$ cat src/cfp_pkg.sv
`default_nettype none

package cfp_pkg;

	localparam logic [7:0]  LEGACY_SYNC0 = 8'hAA;
	localparam logic [7:0]  LEGACY_SYNC1 = 8'hFF;
	localparam logic [15:0] CRC_INIT     = 16'hFFFF;
	localparam logic [15:0] CRC_POLY     = 16'h1021;
	localparam logic [4:0]  LEGACY_LEN   = 5'd8;
	localparam logic [4:0]  FIXED_LEN    = 5'd11;

	// byte offsets inside a frame
	localparam logic [4:0] OFS_VERSION = 5'd2;
	localparam logic [4:0] OFS_CMD     = 5'd3;
	localparam logic [4:0] OFS_SEQ     = 5'd4;
	localparam logic [4:0] OFS_OBJ_LO  = 5'd5;
	localparam logic [4:0] OFS_OBJ_HI  = 5'd6;
	localparam logic [4:0] OFS_PAR_LO  = 5'd7;
	localparam logic [4:0] OFS_PAR_HI  = 5'd8;
	localparam logic [4:0] OFS_TYPE    = 5'd9;
	localparam logic [4:0] OFS_LEN     = 5'd10;
	localparam logic [4:0] COUNT_MAX   = 5'd31;

	localparam logic [1:0] EV_COMMAND   = 2'd0;
	localparam logic [1:0] EV_CRC_ERROR = 2'd1;
	localparam logic [1:0] EV_TIMEOUT   = 2'd2;

	localparam logic [2:0] REG_HDR_FIRST   = 3'd0;
	localparam logic [2:0] REG_HDR_SECOND  = 3'd1;
	localparam logic [2:0] REG_VERSION     = 3'd2;
	localparam logic [2:0] REG_TICK_LIMIT  = 3'd3;
	localparam logic [2:0] REG_LEGACY_CODE = 3'd4;
	localparam logic [2:0] REG_LEGACY_TYPE = 3'd5;
	localparam logic [2:0] REG_LEGACY_EN   = 3'd6;
	localparam logic [2:0] REG_NEW_EN      = 3'd7;

	localparam int CFG_INDEX_W = 3;
	localparam int CFG_DATA_W  = 16;

	localparam logic [7:0]  RST_HDR_FIRST   = 8'hA5;
	localparam logic [7:0]  RST_HDR_SECOND  = 8'h5A;
	localparam logic [7:0]  RST_VERSION     = 8'h01;
	localparam logic [15:0] RST_TICK_LIMIT  = 16'd100;
	localparam logic [7:0]  RST_LEGACY_CODE = 8'h01;
	localparam logic [7:0]  RST_LEGACY_TYPE = 8'h00;

	typedef enum logic [3:0] {
		ST_IDLE,
		ST_LEG_SYNC1,
		ST_LEG_OBJ,
		ST_LEG_PAR,
		ST_LEG_VAL,
		ST_NEW_HDR2,
		ST_NEW_FIXED,
		ST_NEW_PAY,
		ST_NEW_CRC_LO,
		ST_NEW_CRC_HI
	} parse_state_t;

	typedef struct packed {
		logic [7:0]  new_header_first;
		logic [7:0]  new_header_second;
		logic [7:0]  protocol_version;
		logic [15:0] idle_tick_limit;
		logic [7:0]  legacy_write_code;
		logic [7:0]  legacy_float_type;
		logic        legacy_enable;
		logic        new_enable;
	} cfg_t;

	typedef struct packed {
		logic [1:0]  event_res;
		logic [7:0]  command_code;
		logic [7:0]  sequence_number;
		logic [15:0] object_number;
		logic [15:0] parameter_number;
		logic [7:0]  type_code;
		logic [2:0]  payload_length;
		logic [31:0] payload_word;
		logic        is_new_format;
	} res_t;

	function automatic logic [15:0] crc_byte(input logic [15:0] c, input logic [7:0] b);
		logic [15:0] x;
		x = c ^ {b, 8'h00};
		for (int k = 0; k < 8; k++) begin
			x = x[15] ? ({x[14:0], 1'b0} ^ CRC_POLY) : {x[14:0], 1'b0};
		end
		return x;
	endfunction

endpackage

`default_nettype wire

$ cat src/cfp_rx_if.sv
`default_nettype none

interface cfp_rx_if;
	logic       valid;
	logic       ready;
	logic       mode;
	logic [7:0] byte_value;

	modport source (output valid, output mode, output byte_value, input ready);
	modport sink (input valid, input mode, input byte_value, output ready);
endinterface

`default_nettype wire

$ cat src/cfp_evt_if.sv
`default_nettype none

interface cfp_evt_if;
	logic        valid;
	logic        ready;
	logic [1:0]  event_res;
	logic [7:0]  command_code;
	logic [7:0]  sequence_number;
	logic [15:0] object_number;
	logic [15:0] parameter_number;
	logic [7:0]  type_code;
	logic [2:0]  payload_length;
	logic [31:0] payload_word;
	logic        is_new_format;

	modport source (
		output valid, output event_res, output command_code, output sequence_number,
		output object_number, output parameter_number, output type_code,
		output payload_length, output payload_word, output is_new_format,
		input ready
	);
	modport sink (
		input valid, input event_res, input command_code, input sequence_number,
		input object_number, input parameter_number, input type_code,
		input payload_length, input payload_word, input is_new_format,
		output ready
	);
endinterface

`default_nettype wire

$ cat src/cfp_cfg_regs.sv
`default_nettype none

module cfp_cfg_regs (
	input  wire logic                                clk,
	input  wire logic                                arst_n,
	input  wire logic                                cfg_we,
	input  wire logic [cfp_pkg::CFG_INDEX_W-1:0]     cfg_index,
	input  wire logic [cfp_pkg::CFG_DATA_W-1:0]      cfg_data,
	output cfp_pkg::cfg_t                            cfg
);

	cfp_pkg::cfg_t cfg_q;

	always_ff @(posedge clk or negedge arst_n) begin
		if (!arst_n) begin
			cfg_q.new_header_first  <= cfp_pkg::RST_HDR_FIRST;
			cfg_q.new_header_second <= cfp_pkg::RST_HDR_SECOND;
			cfg_q.protocol_version  <= cfp_pkg::RST_VERSION;
			cfg_q.idle_tick_limit   <= cfp_pkg::RST_TICK_LIMIT;
			cfg_q.legacy_write_code <= cfp_pkg::RST_LEGACY_CODE;
			cfg_q.legacy_float_type <= cfp_pkg::RST_LEGACY_TYPE;
			cfg_q.legacy_enable     <= 1'b1;
			cfg_q.new_enable        <= 1'b1;
		end else if (cfg_we) begin
			case (cfg_index)
				cfp_pkg::REG_HDR_FIRST:   cfg_q.new_header_first  <= cfg_data[7:0];
				cfp_pkg::REG_HDR_SECOND:  cfg_q.new_header_second <= cfg_data[7:0];
				cfp_pkg::REG_VERSION:     cfg_q.protocol_version  <= cfg_data[7:0];
				cfp_pkg::REG_TICK_LIMIT:  cfg_q.idle_tick_limit   <= cfg_data;
				cfp_pkg::REG_LEGACY_CODE: cfg_q.legacy_write_code <= cfg_data[7:0];
				cfp_pkg::REG_LEGACY_TYPE: cfg_q.legacy_float_type <= cfg_data[7:0];
				cfp_pkg::REG_LEGACY_EN:   cfg_q.legacy_enable     <= cfg_data[0];
				cfp_pkg::REG_NEW_EN:      cfg_q.new_enable        <= cfg_data[0];
				default: ;
			endcase
		end
	end

	assign cfg = cfg_q;

endmodule

`default_nettype wire

$ cat src/cfp_parser.sv
`default_nettype none

module cfp_parser #(
	parameter int unsigned PAYLOAD_MAX = 4
) (
	input  wire logic          clk,
	input  wire logic          arst_n,
	input  wire logic          step,
	input  wire logic          mode,
	input  wire logic [7:0]    byte_value,
	input  wire cfp_pkg::cfg_t cfg,
	output logic               res_valid,
	output cfp_pkg::res_t      res
);

	cfp_pkg::parse_state_t state_q, state_d;
	logic [4:0]  count_q, count_d;
	logic [2:0]  exp_q, exp_d;
	logic [15:0] idle_q, idle_d;
	logic [15:0] crc_q, crc_d;

	logic [7:0]  ver_q, ver_d;
	logic [7:0]  cmd_q, cmd_d;
	logic [7:0]  seq_q, seq_d;
	logic [15:0] obj_q, obj_d;
	logic [15:0] par_q, par_d;
	logic [7:0]  type_q, type_d;
	logic [31:0] word_q, word_d;
	logic [7:0]  crc_lo_q, crc_lo_d;

	logic        abort;
	logic [4:0]  count_inc;
	logic [4:0]  pay_ofs;
	logic [15:0] crc_next;

	assign count_inc = (count_q == cfp_pkg::COUNT_MAX) ? count_q : count_q + 5'd1;
	assign pay_ofs   = count_q - cfp_pkg::FIXED_LEN;
	assign crc_next  = cfp_pkg::crc_byte(crc_q, byte_value);

	always_comb begin
		state_d   = state_q;
		count_d   = count_q;
		exp_d     = exp_q;
		idle_d    = idle_q;
		crc_d     = crc_q;
		ver_d     = ver_q;
		cmd_d     = cmd_q;
		seq_d     = seq_q;
		obj_d     = obj_q;
		par_d     = par_q;
		type_d    = type_q;
		word_d    = word_q;
		crc_lo_d  = crc_lo_q;
		abort     = 1'b0;
		res_valid = 1'b0;
		res       = '0;

		if (step) begin
			if (mode) begin
				if (state_q != cfp_pkg::ST_IDLE) begin
					idle_d = idle_q + 16'd1;
					if (idle_d > cfg.idle_tick_limit) begin
						abort         = 1'b1;
						res_valid     = 1'b1;
						res.event_res = cfp_pkg::EV_TIMEOUT;
					end
				end
			end else begin
				idle_d = '0;
				if ((state_q inside {cfp_pkg::ST_LEG_SYNC1, cfp_pkg::ST_LEG_OBJ,
						cfp_pkg::ST_LEG_PAR, cfp_pkg::ST_LEG_VAL}) && !cfg.legacy_enable) begin
					abort = 1'b1;
				end else if ((state_q inside {cfp_pkg::ST_NEW_HDR2, cfp_pkg::ST_NEW_FIXED,
						cfp_pkg::ST_NEW_PAY, cfp_pkg::ST_NEW_CRC_LO,
						cfp_pkg::ST_NEW_CRC_HI}) && !cfg.new_enable) begin
					abort = 1'b1;
				end else begin
					case (state_q)
						cfp_pkg::ST_IDLE: begin
							if (cfg.legacy_enable && byte_value == cfp_pkg::LEGACY_SYNC0) begin
								count_d = 5'd1;
								state_d = cfp_pkg::ST_LEG_SYNC1;
							end else if (cfg.new_enable && byte_value == cfg.new_header_first) begin
								count_d = 5'd1;
								crc_d   = cfp_pkg::crc_byte(cfp_pkg::CRC_INIT, byte_value);
								word_d  = '0;
								state_d = cfp_pkg::ST_NEW_HDR2;
							end
						end
						cfp_pkg::ST_LEG_SYNC1: begin
							if (byte_value == cfp_pkg::LEGACY_SYNC1) begin
								count_d = count_inc;
								state_d = cfp_pkg::ST_LEG_OBJ;
							end else begin
								abort = 1'b1;
							end
						end
						cfp_pkg::ST_LEG_OBJ: begin
							count_d = count_inc;
							obj_d   = {8'h00, byte_value};
							state_d = cfp_pkg::ST_LEG_PAR;
						end
						cfp_pkg::ST_LEG_PAR: begin
							count_d = count_inc;
							par_d   = {8'h00, byte_value};
							state_d = cfp_pkg::ST_LEG_VAL;
						end
						cfp_pkg::ST_LEG_VAL: begin
							count_d = count_inc;
							word_d[count_q[1:0]*8 +: 8] = byte_value;
							if (count_inc >= cfp_pkg::LEGACY_LEN) begin
								abort                = 1'b1;
								res_valid            = 1'b1;
								res.event_res        = cfp_pkg::EV_COMMAND;
								res.command_code     = cfg.legacy_write_code;
								res.object_number    = obj_d;
								res.parameter_number = par_d;
								res.type_code        = cfg.legacy_float_type;
								res.payload_length   = 3'd4;
								res.payload_word     = word_d;
							end
						end
						cfp_pkg::ST_NEW_HDR2: begin
							if (byte_value == cfg.new_header_second) begin
								count_d = count_inc;
								crc_d   = crc_next;
								state_d = cfp_pkg::ST_NEW_FIXED;
							end else begin
								abort = 1'b1;
							end
						end
						cfp_pkg::ST_NEW_FIXED: begin
							count_d = count_inc;
							crc_d   = crc_next;
							case (count_q)
								cfp_pkg::OFS_VERSION: ver_d = byte_value;
								cfp_pkg::OFS_CMD:     cmd_d = byte_value;
								cfp_pkg::OFS_SEQ:     seq_d = byte_value;
								cfp_pkg::OFS_OBJ_LO:  obj_d[7:0] = byte_value;
								cfp_pkg::OFS_OBJ_HI:  obj_d[15:8] = byte_value;
								cfp_pkg::OFS_PAR_LO:  par_d[7:0] = byte_value;
								cfp_pkg::OFS_PAR_HI:  par_d[15:8] = byte_value;
								cfp_pkg::OFS_TYPE:    type_d = byte_value;
								default: ;
							endcase
							if (count_q == cfp_pkg::OFS_LEN) begin
								if (ver_q != cfg.protocol_version
										|| byte_value > 8'(PAYLOAD_MAX)) begin
									abort = 1'b1;
								end else begin
									exp_d   = byte_value[2:0];
									state_d = (byte_value == 8'h00) ? cfp_pkg::ST_NEW_CRC_LO
										: cfp_pkg::ST_NEW_PAY;
								end
							end
						end
						cfp_pkg::ST_NEW_PAY: begin
							count_d = count_inc;
							crc_d   = crc_next;
							word_d[pay_ofs[1:0]*8 +: 8] = byte_value;
							if (count_inc >= cfp_pkg::FIXED_LEN + {2'b00, exp_q}) begin
								state_d = cfp_pkg::ST_NEW_CRC_LO;
							end
						end
						cfp_pkg::ST_NEW_CRC_LO: begin
							count_d  = count_inc;
							crc_lo_d = byte_value;
							state_d  = cfp_pkg::ST_NEW_CRC_HI;
						end
						cfp_pkg::ST_NEW_CRC_HI: begin
							abort     = 1'b1;
							res_valid = 1'b1;
							res.is_new_format = 1'b1;
							if ({byte_value, crc_lo_q} != crc_q) begin
								res.event_res = cfp_pkg::EV_CRC_ERROR;
							end else begin
								res.event_res        = cfp_pkg::EV_COMMAND;
								res.command_code     = cmd_q;
								res.sequence_number  = seq_q;
								res.object_number    = obj_q;
								res.parameter_number = par_q;
								res.type_code        = type_q;
								res.payload_length   = exp_q;
								res.payload_word     = word_q;
							end
						end
						default: abort = 1'b1;
					endcase
				end
			end
		end

		if (abort) begin
			state_d = cfp_pkg::ST_IDLE;
			count_d = '0;
			exp_d   = '0;
			idle_d  = '0;
			crc_d   = cfp_pkg::CRC_INIT;
		end
	end

	always_ff @(posedge clk or negedge arst_n) begin
		if (!arst_n) begin
			state_q <= cfp_pkg::ST_IDLE;
			count_q <= '0;
			exp_q   <= '0;
			idle_q  <= '0;
			crc_q   <= cfp_pkg::CRC_INIT;
		end else begin
			state_q <= state_d;
			count_q <= count_d;
			exp_q   <= exp_d;
			idle_q  <= idle_d;
			crc_q   <= crc_d;
		end
	end

	always_ff @(posedge clk) begin
		ver_q    <= ver_d;
		cmd_q    <= cmd_d;
		seq_q    <= seq_d;
		obj_q    <= obj_d;
		par_q    <= par_d;
		type_q   <= type_d;
		word_q   <= word_d;
		crc_lo_q <= crc_lo_d;
	end

endmodule

`default_nettype wire

$ cat src/command_frame_parser_crc16_unit.sv
// Serial command frame parser with CRC16-CCITT-FALSE check.
// rx channel: one request per received byte (mode 0) or idle tick (mode 1).
// evt channel: command frames, CRC-error events and receive timeouts, at
// most one per request; most requests give none.
// Configuration: cfg_we/cfg_index/cfg_data write one of eight registers
// (header bytes, version, idle tick limit, legacy code and type, enables);
// write only while the parser has nothing in flight.
// Path: a request taken on rx is registered in the input stage, decoded by the
// parser, and its result is registered in the result stage that drives evt.
// Throughput: one request per cycle unless evt stalls; the CRC update of one
// byte is one combinational step from input register to the CRC register.
// Reset: parser idle, CRC at 0xFFFF, registers at their defaults, both
// channel stages empty.
// Stall: when evt holds a result that is not taken, rx.ready drops and both
// stages hold; a cycle without a pending result keeps rx.ready high.
`default_nettype none

module command_frame_parser_crc16_unit #(
	parameter int unsigned PAYLOAD_MAX = 4
) (
	input  wire logic                            clk,
	input  wire logic                            arst_n,
	input  wire logic                            cfg_we,
	input  wire logic [cfp_pkg::CFG_INDEX_W-1:0] cfg_index,
	input  wire logic [cfp_pkg::CFG_DATA_W-1:0]  cfg_data,
	cfp_rx_if.sink                               rx,
	cfp_evt_if.source                            evt
);

	cfp_pkg::cfg_t cfg;
	cfp_pkg::res_t p_res;
	cfp_pkg::res_t res_q;
	logic          p_valid;
	logic          res_valid_q;
	logic          valid_s1;
	logic          mode_s1;
	logic [7:0]    byte_s1;
	logic          advance;

	assign advance  = !res_valid_q || evt.ready;
	assign rx.ready = advance;

	cfp_cfg_regs u_cfg (
		.clk       (clk),
		.arst_n    (arst_n),
		.cfg_we    (cfg_we),
		.cfg_index (cfg_index),
		.cfg_data  (cfg_data),
		.cfg       (cfg)
	);

	cfp_parser #(
		.PAYLOAD_MAX (PAYLOAD_MAX)
	) u_parser (
		.clk        (clk),
		.arst_n     (arst_n),
		.step       (valid_s1 && advance),
		.mode       (mode_s1),
		.byte_value (byte_s1),
		.cfg        (cfg),
		.res_valid  (p_valid),
		.res        (p_res)
	);

	always_ff @(posedge clk or negedge arst_n) begin
		if (!arst_n) begin
			valid_s1    <= 1'b0;
			res_valid_q <= 1'b0;
		end else if (advance) begin
			valid_s1    <= rx.valid;
			res_valid_q <= p_valid;
		end
	end

	always_ff @(posedge clk) begin
		if (advance) begin
			mode_s1 <= rx.mode;
			byte_s1 <= rx.byte_value;
			res_q   <= p_res;
		end
	end

	assign evt.valid            = res_valid_q;
	assign evt.event_res        = res_q.event_res;
	assign evt.command_code     = res_q.command_code;
	assign evt.sequence_number  = res_q.sequence_number;
	assign evt.object_number    = res_q.object_number;
	assign evt.parameter_number = res_q.parameter_number;
	assign evt.type_code        = res_q.type_code;
	assign evt.payload_length   = res_q.payload_length;
	assign evt.payload_word     = res_q.payload_word;
	assign evt.is_new_format    = res_q.is_new_format;

	a_timeout_clean: assert property (@(posedge clk) disable iff (!arst_n)
		evt.valid && evt.event_res == cfp_pkg::EV_TIMEOUT
			|-> !evt.is_new_format && evt.payload_word == '0 && evt.command_code == '0)
		else $error("timeout event carries frame data");

	a_crc_err_clean: assert property (@(posedge clk) disable iff (!arst_n)
		evt.valid && evt.event_res == cfp_pkg::EV_CRC_ERROR
			|-> evt.is_new_format && evt.payload_length == '0 && evt.object_number == '0)
		else $error("CRC error event malformed");

	a_legacy_len: assert property (@(posedge clk) disable iff (!arst_n)
		evt.valid && evt.event_res == cfp_pkg::EV_COMMAND && !evt.is_new_format
			|-> evt.payload_length == 3'd4 && evt.sequence_number == '0)
		else $error("legacy command with wrong length or sequence");

	a_len_bound: assert property (@(posedge clk) disable iff (!arst_n)
		evt.valid && evt.is_new_format |-> evt.payload_length <= 3'(PAYLOAD_MAX))
		else $error("payload length above limit");

	a_no_event_code3: assert property (@(posedge clk) disable iff (!arst_n)
		evt.valid |-> evt.event_res != 2'd3)
		else $error("undefined event code");

endmodule

`default_nettype wire

$ cat src/flat_wrapper.sv
// flat-port wrapper written by rule: the top's interface ports become plain ports
module command_frame_parser_crc16_unit_flat 
#(
	parameter int unsigned PAYLOAD_MAX = 4
)
  (clk, arst_n, cfg_we, cfg_index, cfg_data, rx_valid, rx_mode, rx_byte_value, rx_ready, evt_valid, evt_event_res, evt_command_code, evt_sequence_number, evt_object_number, evt_parameter_number, evt_type_code, evt_payload_length, evt_payload_word, evt_is_new_format, evt_ready);
  cfp_rx_if rx_i ();
  cfp_evt_if evt_i ();
  input  wire logic clk;
  input  wire logic arst_n;
  input  wire logic cfg_we;
  input  wire logic [cfp_pkg::CFG_INDEX_W-1:0] cfg_index;
  input  wire logic [cfp_pkg::CFG_DATA_W-1:0] cfg_data;
  input wire logic [$bits(rx_i.valid)-1:0] rx_valid;
  input wire logic [$bits(rx_i.mode)-1:0] rx_mode;
  input wire logic [$bits(rx_i.byte_value)-1:0] rx_byte_value;
  output wire logic [$bits(rx_i.ready)-1:0] rx_ready;
  output wire logic [$bits(evt_i.valid)-1:0] evt_valid;
  output wire logic [$bits(evt_i.event_res)-1:0] evt_event_res;
  output wire logic [$bits(evt_i.command_code)-1:0] evt_command_code;
  output wire logic [$bits(evt_i.sequence_number)-1:0] evt_sequence_number;
  output wire logic [$bits(evt_i.object_number)-1:0] evt_object_number;
  output wire logic [$bits(evt_i.parameter_number)-1:0] evt_parameter_number;
  output wire logic [$bits(evt_i.type_code)-1:0] evt_type_code;
  output wire logic [$bits(evt_i.payload_length)-1:0] evt_payload_length;
  output wire logic [$bits(evt_i.payload_word)-1:0] evt_payload_word;
  output wire logic [$bits(evt_i.is_new_format)-1:0] evt_is_new_format;
  input wire logic [$bits(evt_i.ready)-1:0] evt_ready;
  assign rx_i.valid = rx_valid;
  assign rx_i.mode = rx_mode;
  assign rx_i.byte_value = rx_byte_value;
  assign rx_ready = rx_i.ready;
  assign evt_valid = evt_i.valid;
  assign evt_event_res = evt_i.event_res;
  assign evt_command_code = evt_i.command_code;
  assign evt_sequence_number = evt_i.sequence_number;
  assign evt_object_number = evt_i.object_number;
  assign evt_parameter_number = evt_i.parameter_number;
  assign evt_type_code = evt_i.type_code;
  assign evt_payload_length = evt_i.payload_length;
  assign evt_payload_word = evt_i.payload_word;
  assign evt_is_new_format = evt_i.is_new_format;
  assign evt_i.ready = evt_ready;
  command_frame_parser_crc16_unit #(.PAYLOAD_MAX(PAYLOAD_MAX)) u_core (.clk(clk), .arst_n(arst_n), .cfg_we(cfg_we), .cfg_index(cfg_index), .cfg_data(cfg_data), .rx(rx_i), .evt(evt_i));
endmodule
$ cat config.mk
export PLATFORM = sky130hd
export DESIGN_NAME = command_frame_parser_crc16_unit_flat
export DESIGN_NICKNAME = d
export VERILOG_FILES = /design/src/cfp_pkg.sv /design/src/cfp_rx_if.sv /design/src/cfp_evt_if.sv /design/src/cfp_cfg_regs.sv /design/src/cfp_parser.sv /design/src/command_frame_parser_crc16_unit.sv /design/src/flat_wrapper.sv
export SDC_FILE = /design/constraint.sdc
export NUM_CORES = 1
export LEC_CHECK = 0
export ABC_AREA = 1
export ABC_CLOCK_PERIOD_IN_PS = 3500
export BUFFER_PORTS_ARGS = -buffer_cell sky130_fd_sc_hd__buf_4
export CAP_MARGIN = 15
export CORE_AREA = 4 4 166 168
export DETAILED_ROUTE_END_ITERATION = 16
export DIE_AREA = 0 0 170 172
export GPL_TIMING_DRIVEN = 0
export PLACE_DENSITY = 0.79
export SLEW_MARGIN = 20
export SYNTH_ARGS = -nofsm -noshare
export SYNTH_HDL_FRONTEND = slang
export SYNTH_SLANG_ARGS = --single-unit
export TNS_END_PERCENT = 5
$ cat constraint.sdc
create_clock -name clk -period 3.5 [get_ports clk]
set_input_delay 0.35 -clock clk [delete_from_list [all_inputs] [get_ports clk]]
set_output_delay 0.35 -clock clk [all_outputs]
set_load 0.02 [all_outputs]
Yosys cells after proc, flatten, opt, wreduce, memory -nomap -nowiden
Index checks and enable logic that the tools add are counted.
{"block": "totals", "reg_bits": 311, "input_bits": 33, "out_inout_bits": 96, "wordCells": 280}
{"block": "classes", "add_sub_neg": 6, "n_lt_le_gt_ge": 4, "eq_ne": 51, "shift": 4, "mux": 103, "bitwise": 23, "n_reduce_logical": 53}
{"cell": "2-to-1 mux 13 bit", "count": 16}
{"cell": "2-to-1 mux 16 bit", "count": 12}
{"cell": "2-to-1 mux 94 bit", "count": 2}
{"cell": "one-hot mux 75 bit (2 select lines)", "count": 1}
{"cell": "one-hot mux 32 bit (3 select lines)", "count": 1}
{"cell": "2-to-1 mux 91 bit", "count": 1}
{"cell": "2-to-1 mux 75 bit", "count": 1}
{"cell": "negation 5 -> 34 bit", "count": 2}
{"cell": "variable shift 8 x 34 -> 32 bit (first input constant)", "count": 2}
{"cell": "indexed part select 8 x 34 -> 32 bit", "count": 2}
{"cell": "bitwise mux 32 bit", "count": 2}
{"cell": "2-to-1 mux 32 bit", "count": 2}
{"cell": "one-hot mux 16 bit (2 select lines)", "count": 2}
{"cell": "2-to-1 mux 4 bit", "count": 13}
{"cell": "2-to-1 mux 5 bit", "count": 10}
{"cell": "2-to-1 mux 8 bit", "count": 6}
{"cell": "inverter 3 bit", "count": 16}
{"cell": "one-hot mux 16 bit (3 select lines)", "count": 1}
{"cell": "AND reduction 6 bit", "count": 8}
{"cell": "one-hot mux 4 bit (8 select lines)", "count": 1}
{"cell": "2-to-1 mux 3 bit", "count": 8}
{"cell": "== test 5 x 3 -> 1 bit (second input constant)", "count": 4}
{"cell": "one-hot mux 5 bit (4 select lines)", "count": 1}
{"cell": "one-hot mux 9 bit (2 select lines)", "count": 1}
{"cell": "other kinds (54)", "count": 129}

Longest topological paths before layout
{"block": "depth", "word_depth": 25, "depth_mapped": 25, "ltp_nobuf": 24}

By module
A second synthesis with hierarchy kept.
{"block": "hier_totals", "cells_unflattened": 1729, "hier_area_um2": 15677.5}
{"mod": "cfp_parser", "instances": 1, "cells_per_inst": 1353, "area_per_inst_um2": 10142.2, "seq_area_each_um2": 4244.1}
{"mod": "command_frame_parser_crc16_unit", "instances": 1, "cells_per_inst": 113, "area_per_inst_um2": 3180.6, "seq_area_each_um2": 3143.0}
{"mod": "cfp_cfg_regs", "instances": 1, "cells_per_inst": 263, "area_per_inst_um2": 2354.8, "seq_area_each_um2": 1470.2}

Least setup slack after synthesis
Ideal clock, no wire load.
{"block": "synth_timing", "kind": "flip-flop to flip-flop", "startpoint": "reg u_core.res_valid_q, in the netlist u_core.evt.valid", "endpoint": "reg u_core.u_parser.word_q[0], enable pin", "setup_ns": 0.421, "t_arrival_ns": 2.792, "required_ns": 3.079, "setup_slack_ns": 0.287, "path_stages_with_launch": 9, "n_path_buf": 1, "period_less_slack_ns": 3.213, "cell_sequence": "dfrtp_1 inv_1 nor2_1 nor2_1 nand2_1 nor2_1 inv_2 clkbuf_1 nor2_1"}
{"block": "synth_between", "elab_chain_cells": 4}
{"item": "start: declaration", "line_no": "command_frame_parser_crc16_unit.sv:34", "source": "logic res_valid_q;"}
{"item": "start signal: assignment", "line_no": "command_frame_parser_crc16_unit.sv:71", "source": "res_valid_q <= p_valid;"}
{"item": "logical NOT 1 bit", "line_no": "command_frame_parser_crc16_unit.sv:40", "source": "assign advance = !res_valid_q || evt.ready;"}
{"item": "logical OR 1 bit", "line_no": "command_frame_parser_crc16_unit.sv:40"}
{"item": "logical AND 1 bit", "line_no": "command_frame_parser_crc16_unit.sv:57", "source": ".step (valid_s1 && advance),"}
{"item": "AND reduction 7 bit (no source line)"}
{"item": "end signal: assignment", "line_no": "cfp_parser.sv:225", "source": "word_q <= word_d;"}
{"item": "end: declaration", "line_no": "cfp_parser.sv:28", "source": "logic [31:0] word_q, word_d;"}
No other way between the ends.
A chain may end at the register's enable or synchronous reset.

Worst setup path after layout
{"block": "layout_timing", "startpoint": "reg u_core.u_parser.idle_q[0]", "endpoint": "reg u_core.u_parser.idle_q[8]"}
{"block": "layout_between", "elab_chain_cells": 8, "word_cells_on_any_way": 13, "classes_between": "add/sub: 1; order compare: 1; eq/ne: 1; mux: 8; reduce/logical: 2"}
{"item": "start: declaration", "line_no": "cfp_parser.sv:19", "source": "logic [15:0] idle_q, idle_d;"}
{"item": "start signal: assignment", "line_no": "cfp_parser.sv:213", "source": "idle_q <= idle_d;"}
{"item": "adder 16 x 1 -> 16 bit (*)", "line_no": "cfp_parser.sv:61", "source": "idle_d = idle_q + 16'd1;"}
{"item": "> comparator 16 bit", "line_no": "cfp_parser.sv:62", "source": "if (idle_d > cfg.idle_tick_limit) begin"}
{"item": "2-to-1 mux 1 bit", "line_no": "cfp_parser.sv:62"}
{"item": "2-to-1 mux 1 bit", "line_no": "cfp_parser.sv:60", "source": "if (state_q != cfp_pkg::ST_IDLE) begin"}
{"item": "2-to-1 mux 1 bit", "line_no": "cfp_parser.sv:59", "source": "if (mode) begin"}
{"item": "2-to-1 mux 1 bit", "line_no": "cfp_parser.sv:58", "source": "if (step) begin"}
{"item": "inequality test 3 bit (no source line) / nonzero test 2 bit (equally long branches)"}
{"item": "AND reduction 2 bit (no source line)"}
Every way passes the cells marked *; elsewhere a longest branch is shown, timed or not. The select of a mux whose other input is x is not followed.

==> results.md <==
- Status: complete, but fails checks
- Failing checks: setup timing
- CTS tree: done
- Power Total: 13.2 mW
- Core region area: 25900 µm²
- CP Cell Sequence: inv_2 > nor2_4 > nand3_4 > inv_2 > nand3_2 > nor2_1 > nand2_1 > nor2_1 > xor2_1 > inv_2 > ha_4 > nand2_1 > nor2_1 > nand2_1 > nor2_2 > nor2_2 > nand2_2 > nand2_4 > nand2_8 > nand2_1 > inv_2 > buf_4 > nand3_1 > nand2_1
- Area grow syn2layout: 19.2%
- Die area: 29200 µm²
- First-pass GRT wire length: 68700 µm
- Mapped Area: 15500 µm²
- Fmax: 0.283 GHz
- Pre-antenna DRT Iters: 6
- Setup WS pre-CTS: -99.5 ps
- Max Slew Vio Count: 0
- Most used cell, CP: nand2_1
- Final Hold Vio Count: 0
- Finish-stage setup viols: 7
- Area of the multi-input gates: 5810 µm²
- Final wirelength: 44500 µm
- Fin crit period: 3530 ps
- Seq/Total Area, Yosys: 0.572
- CP Launch Type: flip-flop
- CTS buffer count: 31
- Antenna diode count: 0
- CP Data Arrival Time: 4050 ps
- Largest net degree at the start of global routing: 105
- Crit share post-route: 1.01
- Placer congestion estimate: 0.963
- Clock-pin slew on the worst setup and hold paths: 60 ps
- H-tree levels: 1
- Critical Path RT: 4020 ps
- Layout cell share with drive strength beyond 1: 0.161
- I/O Buffers: 128
- Placed Cells: 2170
- Synthesized Nets: 1766
- Reg area: 8860 µm²
- WL per Instance: 19.8 µm
- Min-delay src: cfg_data[9]
- Crit path max fanout: 10
- Final Non-Filler Cells: 2249
- EDFF count, synth: 207
- Clock sink count: 311
- Net count, final: 1953
- Yosys top cell area share: 0.401
- Die X: 170 µm
- PnR worst setup slack: -32.8 ps
- Dominant synthesized flop cell: edfxtp_1
- I/O pins: 129
- Synth cell types: 40
- Worst VDD drop: 454 µV
- Synth Instances: 1703
- Placed wire-length estimate: 30600 µm
- Max-Cap Viols: 0
- Root Buffer: clkbuf_16
- Rel. slew slack: 0.352
- Synth Register Bits: 311
- Number of core rows: 59
- Largest cells by area after synthesis: edfxtp_1, dfrtp_1, nand2_1
- CP startpoint: u_core.u_parser.idle_q[0]
- R2R Path Start: u_core.u_parser.idle_q[0]
- Gr usage total: 0.299
- Filler Cells Inserted: 1947
- Drt drc: 0
- Pwr Density: 717 nW/µm²
- Total grt overflow: 0
- Antenna viol nets, final: 0
- Initial Util: 0.598
- Max incr delay on CP: 440 ps
- Cell accounting for the most synthesized area: edfxtp_1
- Max clock buf depth: 3
- Synth Area per Inst: 9.09 µm²
- Clk Latency, worst-skew pair: 590 ps
- Die Span Y: 172 µm
- CP Capture Type: flip-flop
- Via count: 13100
- Initial DRC Count: 1717
- Slew of the pin with the lowest slew margin: 969 ps
- Slowest CP cell: dfrtp_1
- Detail-routed via count per cell: 5.84
- Vias in the first global route: 12500
- Max Clock Skew: 11.0 ps
- Min-delay worst type: in -> reg
- Setup CP Type: reg -> reg
- YS warnings: 0
- Initial antenna violation count: 0
- Post-synth ARST share: 0.334
- Static leakage: 8.17 nW
## where the power goes
| part | total (mW) | internal [mW] | switching, mW |
|---|---|---|---|
| clock network | 3.58 | 2.13 | 1.45 |
| registers | 5.05 | 4.60 | 0.450 |
| logic | 4.61 | 1.44 | 3.18 |
## Yosys cell counts (3+ instances only)
master	count
clkinv_1	5
xor2_1	29
edfxtp_1	207
nand3_1	109
inv_1	166
buf_2	17
a31oi_1	18
nor3_1	9
nor2_1	146
clkbuf_1	52
ha_1	30
nor4_1	8
nand2_4	3
nand2_1	425
a21oi_1	102
nand4_1	31
buf_4	7
dfstp_2	31
o31ai_1	9
dfrtp_1	73
o21ai_0	159
inv_2	9
nand3_2	4
xnor2_1	22
a22oi_1	7
or2_2	3
## layout make-up
class | instances | share of cell area
Sequential cell | 311 | 0.480
Multi-Input combinational cell | 1134 | 0.315
Timing Repair Buffer | 153 | 0.0663
Clock buffer | 43 | 0.0478
Inverter | 180 | 0.0369
Tap cell | 335 | 0.0227
Buffer | 79 | 0.0202
Clock inverter | 14 | 0.0118
## final timing paths
path / to / slack, ps / cells past startpoint
setup / recovery: u_core.u_parser.idle_q[8] / -30 / 24
setup reg to reg: u_core.u_parser.idle_q[8] / -30 / 24
max in group asynchronous: u_core.u_parser.idle_q[1] / 2350 / 2
hold / removal: u_core.u_cfg.cfg[27] / 40 / 3
min in group asynchronous: u_core.u_parser.state_q[2] / 460 / 2
hold reg to reg: u_core.u_parser.crc_q[13] / 470 / 2
## cells by family (layout without fill, tap and decap cells)
logic type                 Yosys count  in the layout  share of synthesized area
and+or+nand+nor                    744            744                      0.201
DFF                                311            311                      0.572
AOI/OAI and AO/OA                  306            307                      0.105
buffers and inverters              259            469                     0.0663
xor gates and xnor gates            53             53                     0.0309
adders and majority gates           30             30                     0.0242
## worst max-delay path, delay by kind of cell, from the launching register on
| kind | cells | cell delay [ps] |
|---|---|---|
| xor gates and xnor gates | 1 | 240 |
| and+or+nand+nor | 17 | 1980 |
| buffers and inverters | 5 | 530 |
| DFF | 1 | 440 |
| adders and majority gates | 1 | 280 |
## layout by cell type, fill, tap and decap left out, types with 4 or more instances in the layout
cell             n
clkinv_1         6
dlygate4sd3_1   14
clkbuf_16       32
nor3_1           7
nand2_1        416
o31ai_1          9
nor2_4           5
xor2_1          29
o21ai_0        159
nand3_2          7
ha_1            28
dfstp_2         31
a21oi_1        101
edfxtp_1       207
nand3_1        103
buf_4          142
nand2_2          9
xnor2_1         22
nor2_1         140
a22oi_1          7
nor2_2           4
inv_1          162
buf_2           15
clkinv_2         4
clkbuf_1        58
dfrtp_1         72
nand4_1         31
inv_2           12
clkbuf_8         4
a31oi_1         18
nor4_1           5
bufinv_16        5
## state kept, by name, indices dropped and copies added (netlist names), 16 cells and up
| register | cells |
|---|---|
| u_core.evt.parameter_number | 16 |
| u_core.u_parser.word_q | 32 |
| u_core.u_parser.crc_q | 16 |
| u_core.u_parser.idle_q | 16 |
| u_core.evt.payload_word | 32 |
| u_core.u_cfg.cfg | 58 |
| u_core.evt.object_number | 16 |
| u_core.u_parser.obj_q | 16 |
| u_core.u_parser.par_q | 16 |
## routing by layer
layer / global-route usage / vias up / wire (µm)
met1: 0.403 / 6168 / 17400
met3: 0.0501 / 118 / 4350
met2: 0.503 / 750 / 21200
li1: - / 6090 / -
met5: 0 / - / 0
met4: 0.0990 / 0 / 1510
## timing repair
| action | in CTS | in global routing |
|---|---|---|
| cloned | 0 | 1 |
| hold buffers | 14 | 0 |
| resized for setup | 5 | 45 |
| setup endpoints to repair | 38 | 45 |
| pin swaps | 0 | 12 |
| hold endpoints to repair | 86 | 0 |
| buffers inserted | 0 | 7 |
## through the flow
stage,utilization,hold slack [ps],setup TNS [ps],area (µm²)
final,0.713,35.5,-85.1,18500
after global routing,0.713,37.7,-6060,18500
after CTS,0.703,4.06,-40.7,18200
after detailed placement,0.655,464,-1680,17000
after global placement,0.651,460,-71060,16900
after floorplan,-,54.4,0,15500
(Power assumes the default switching activity.)
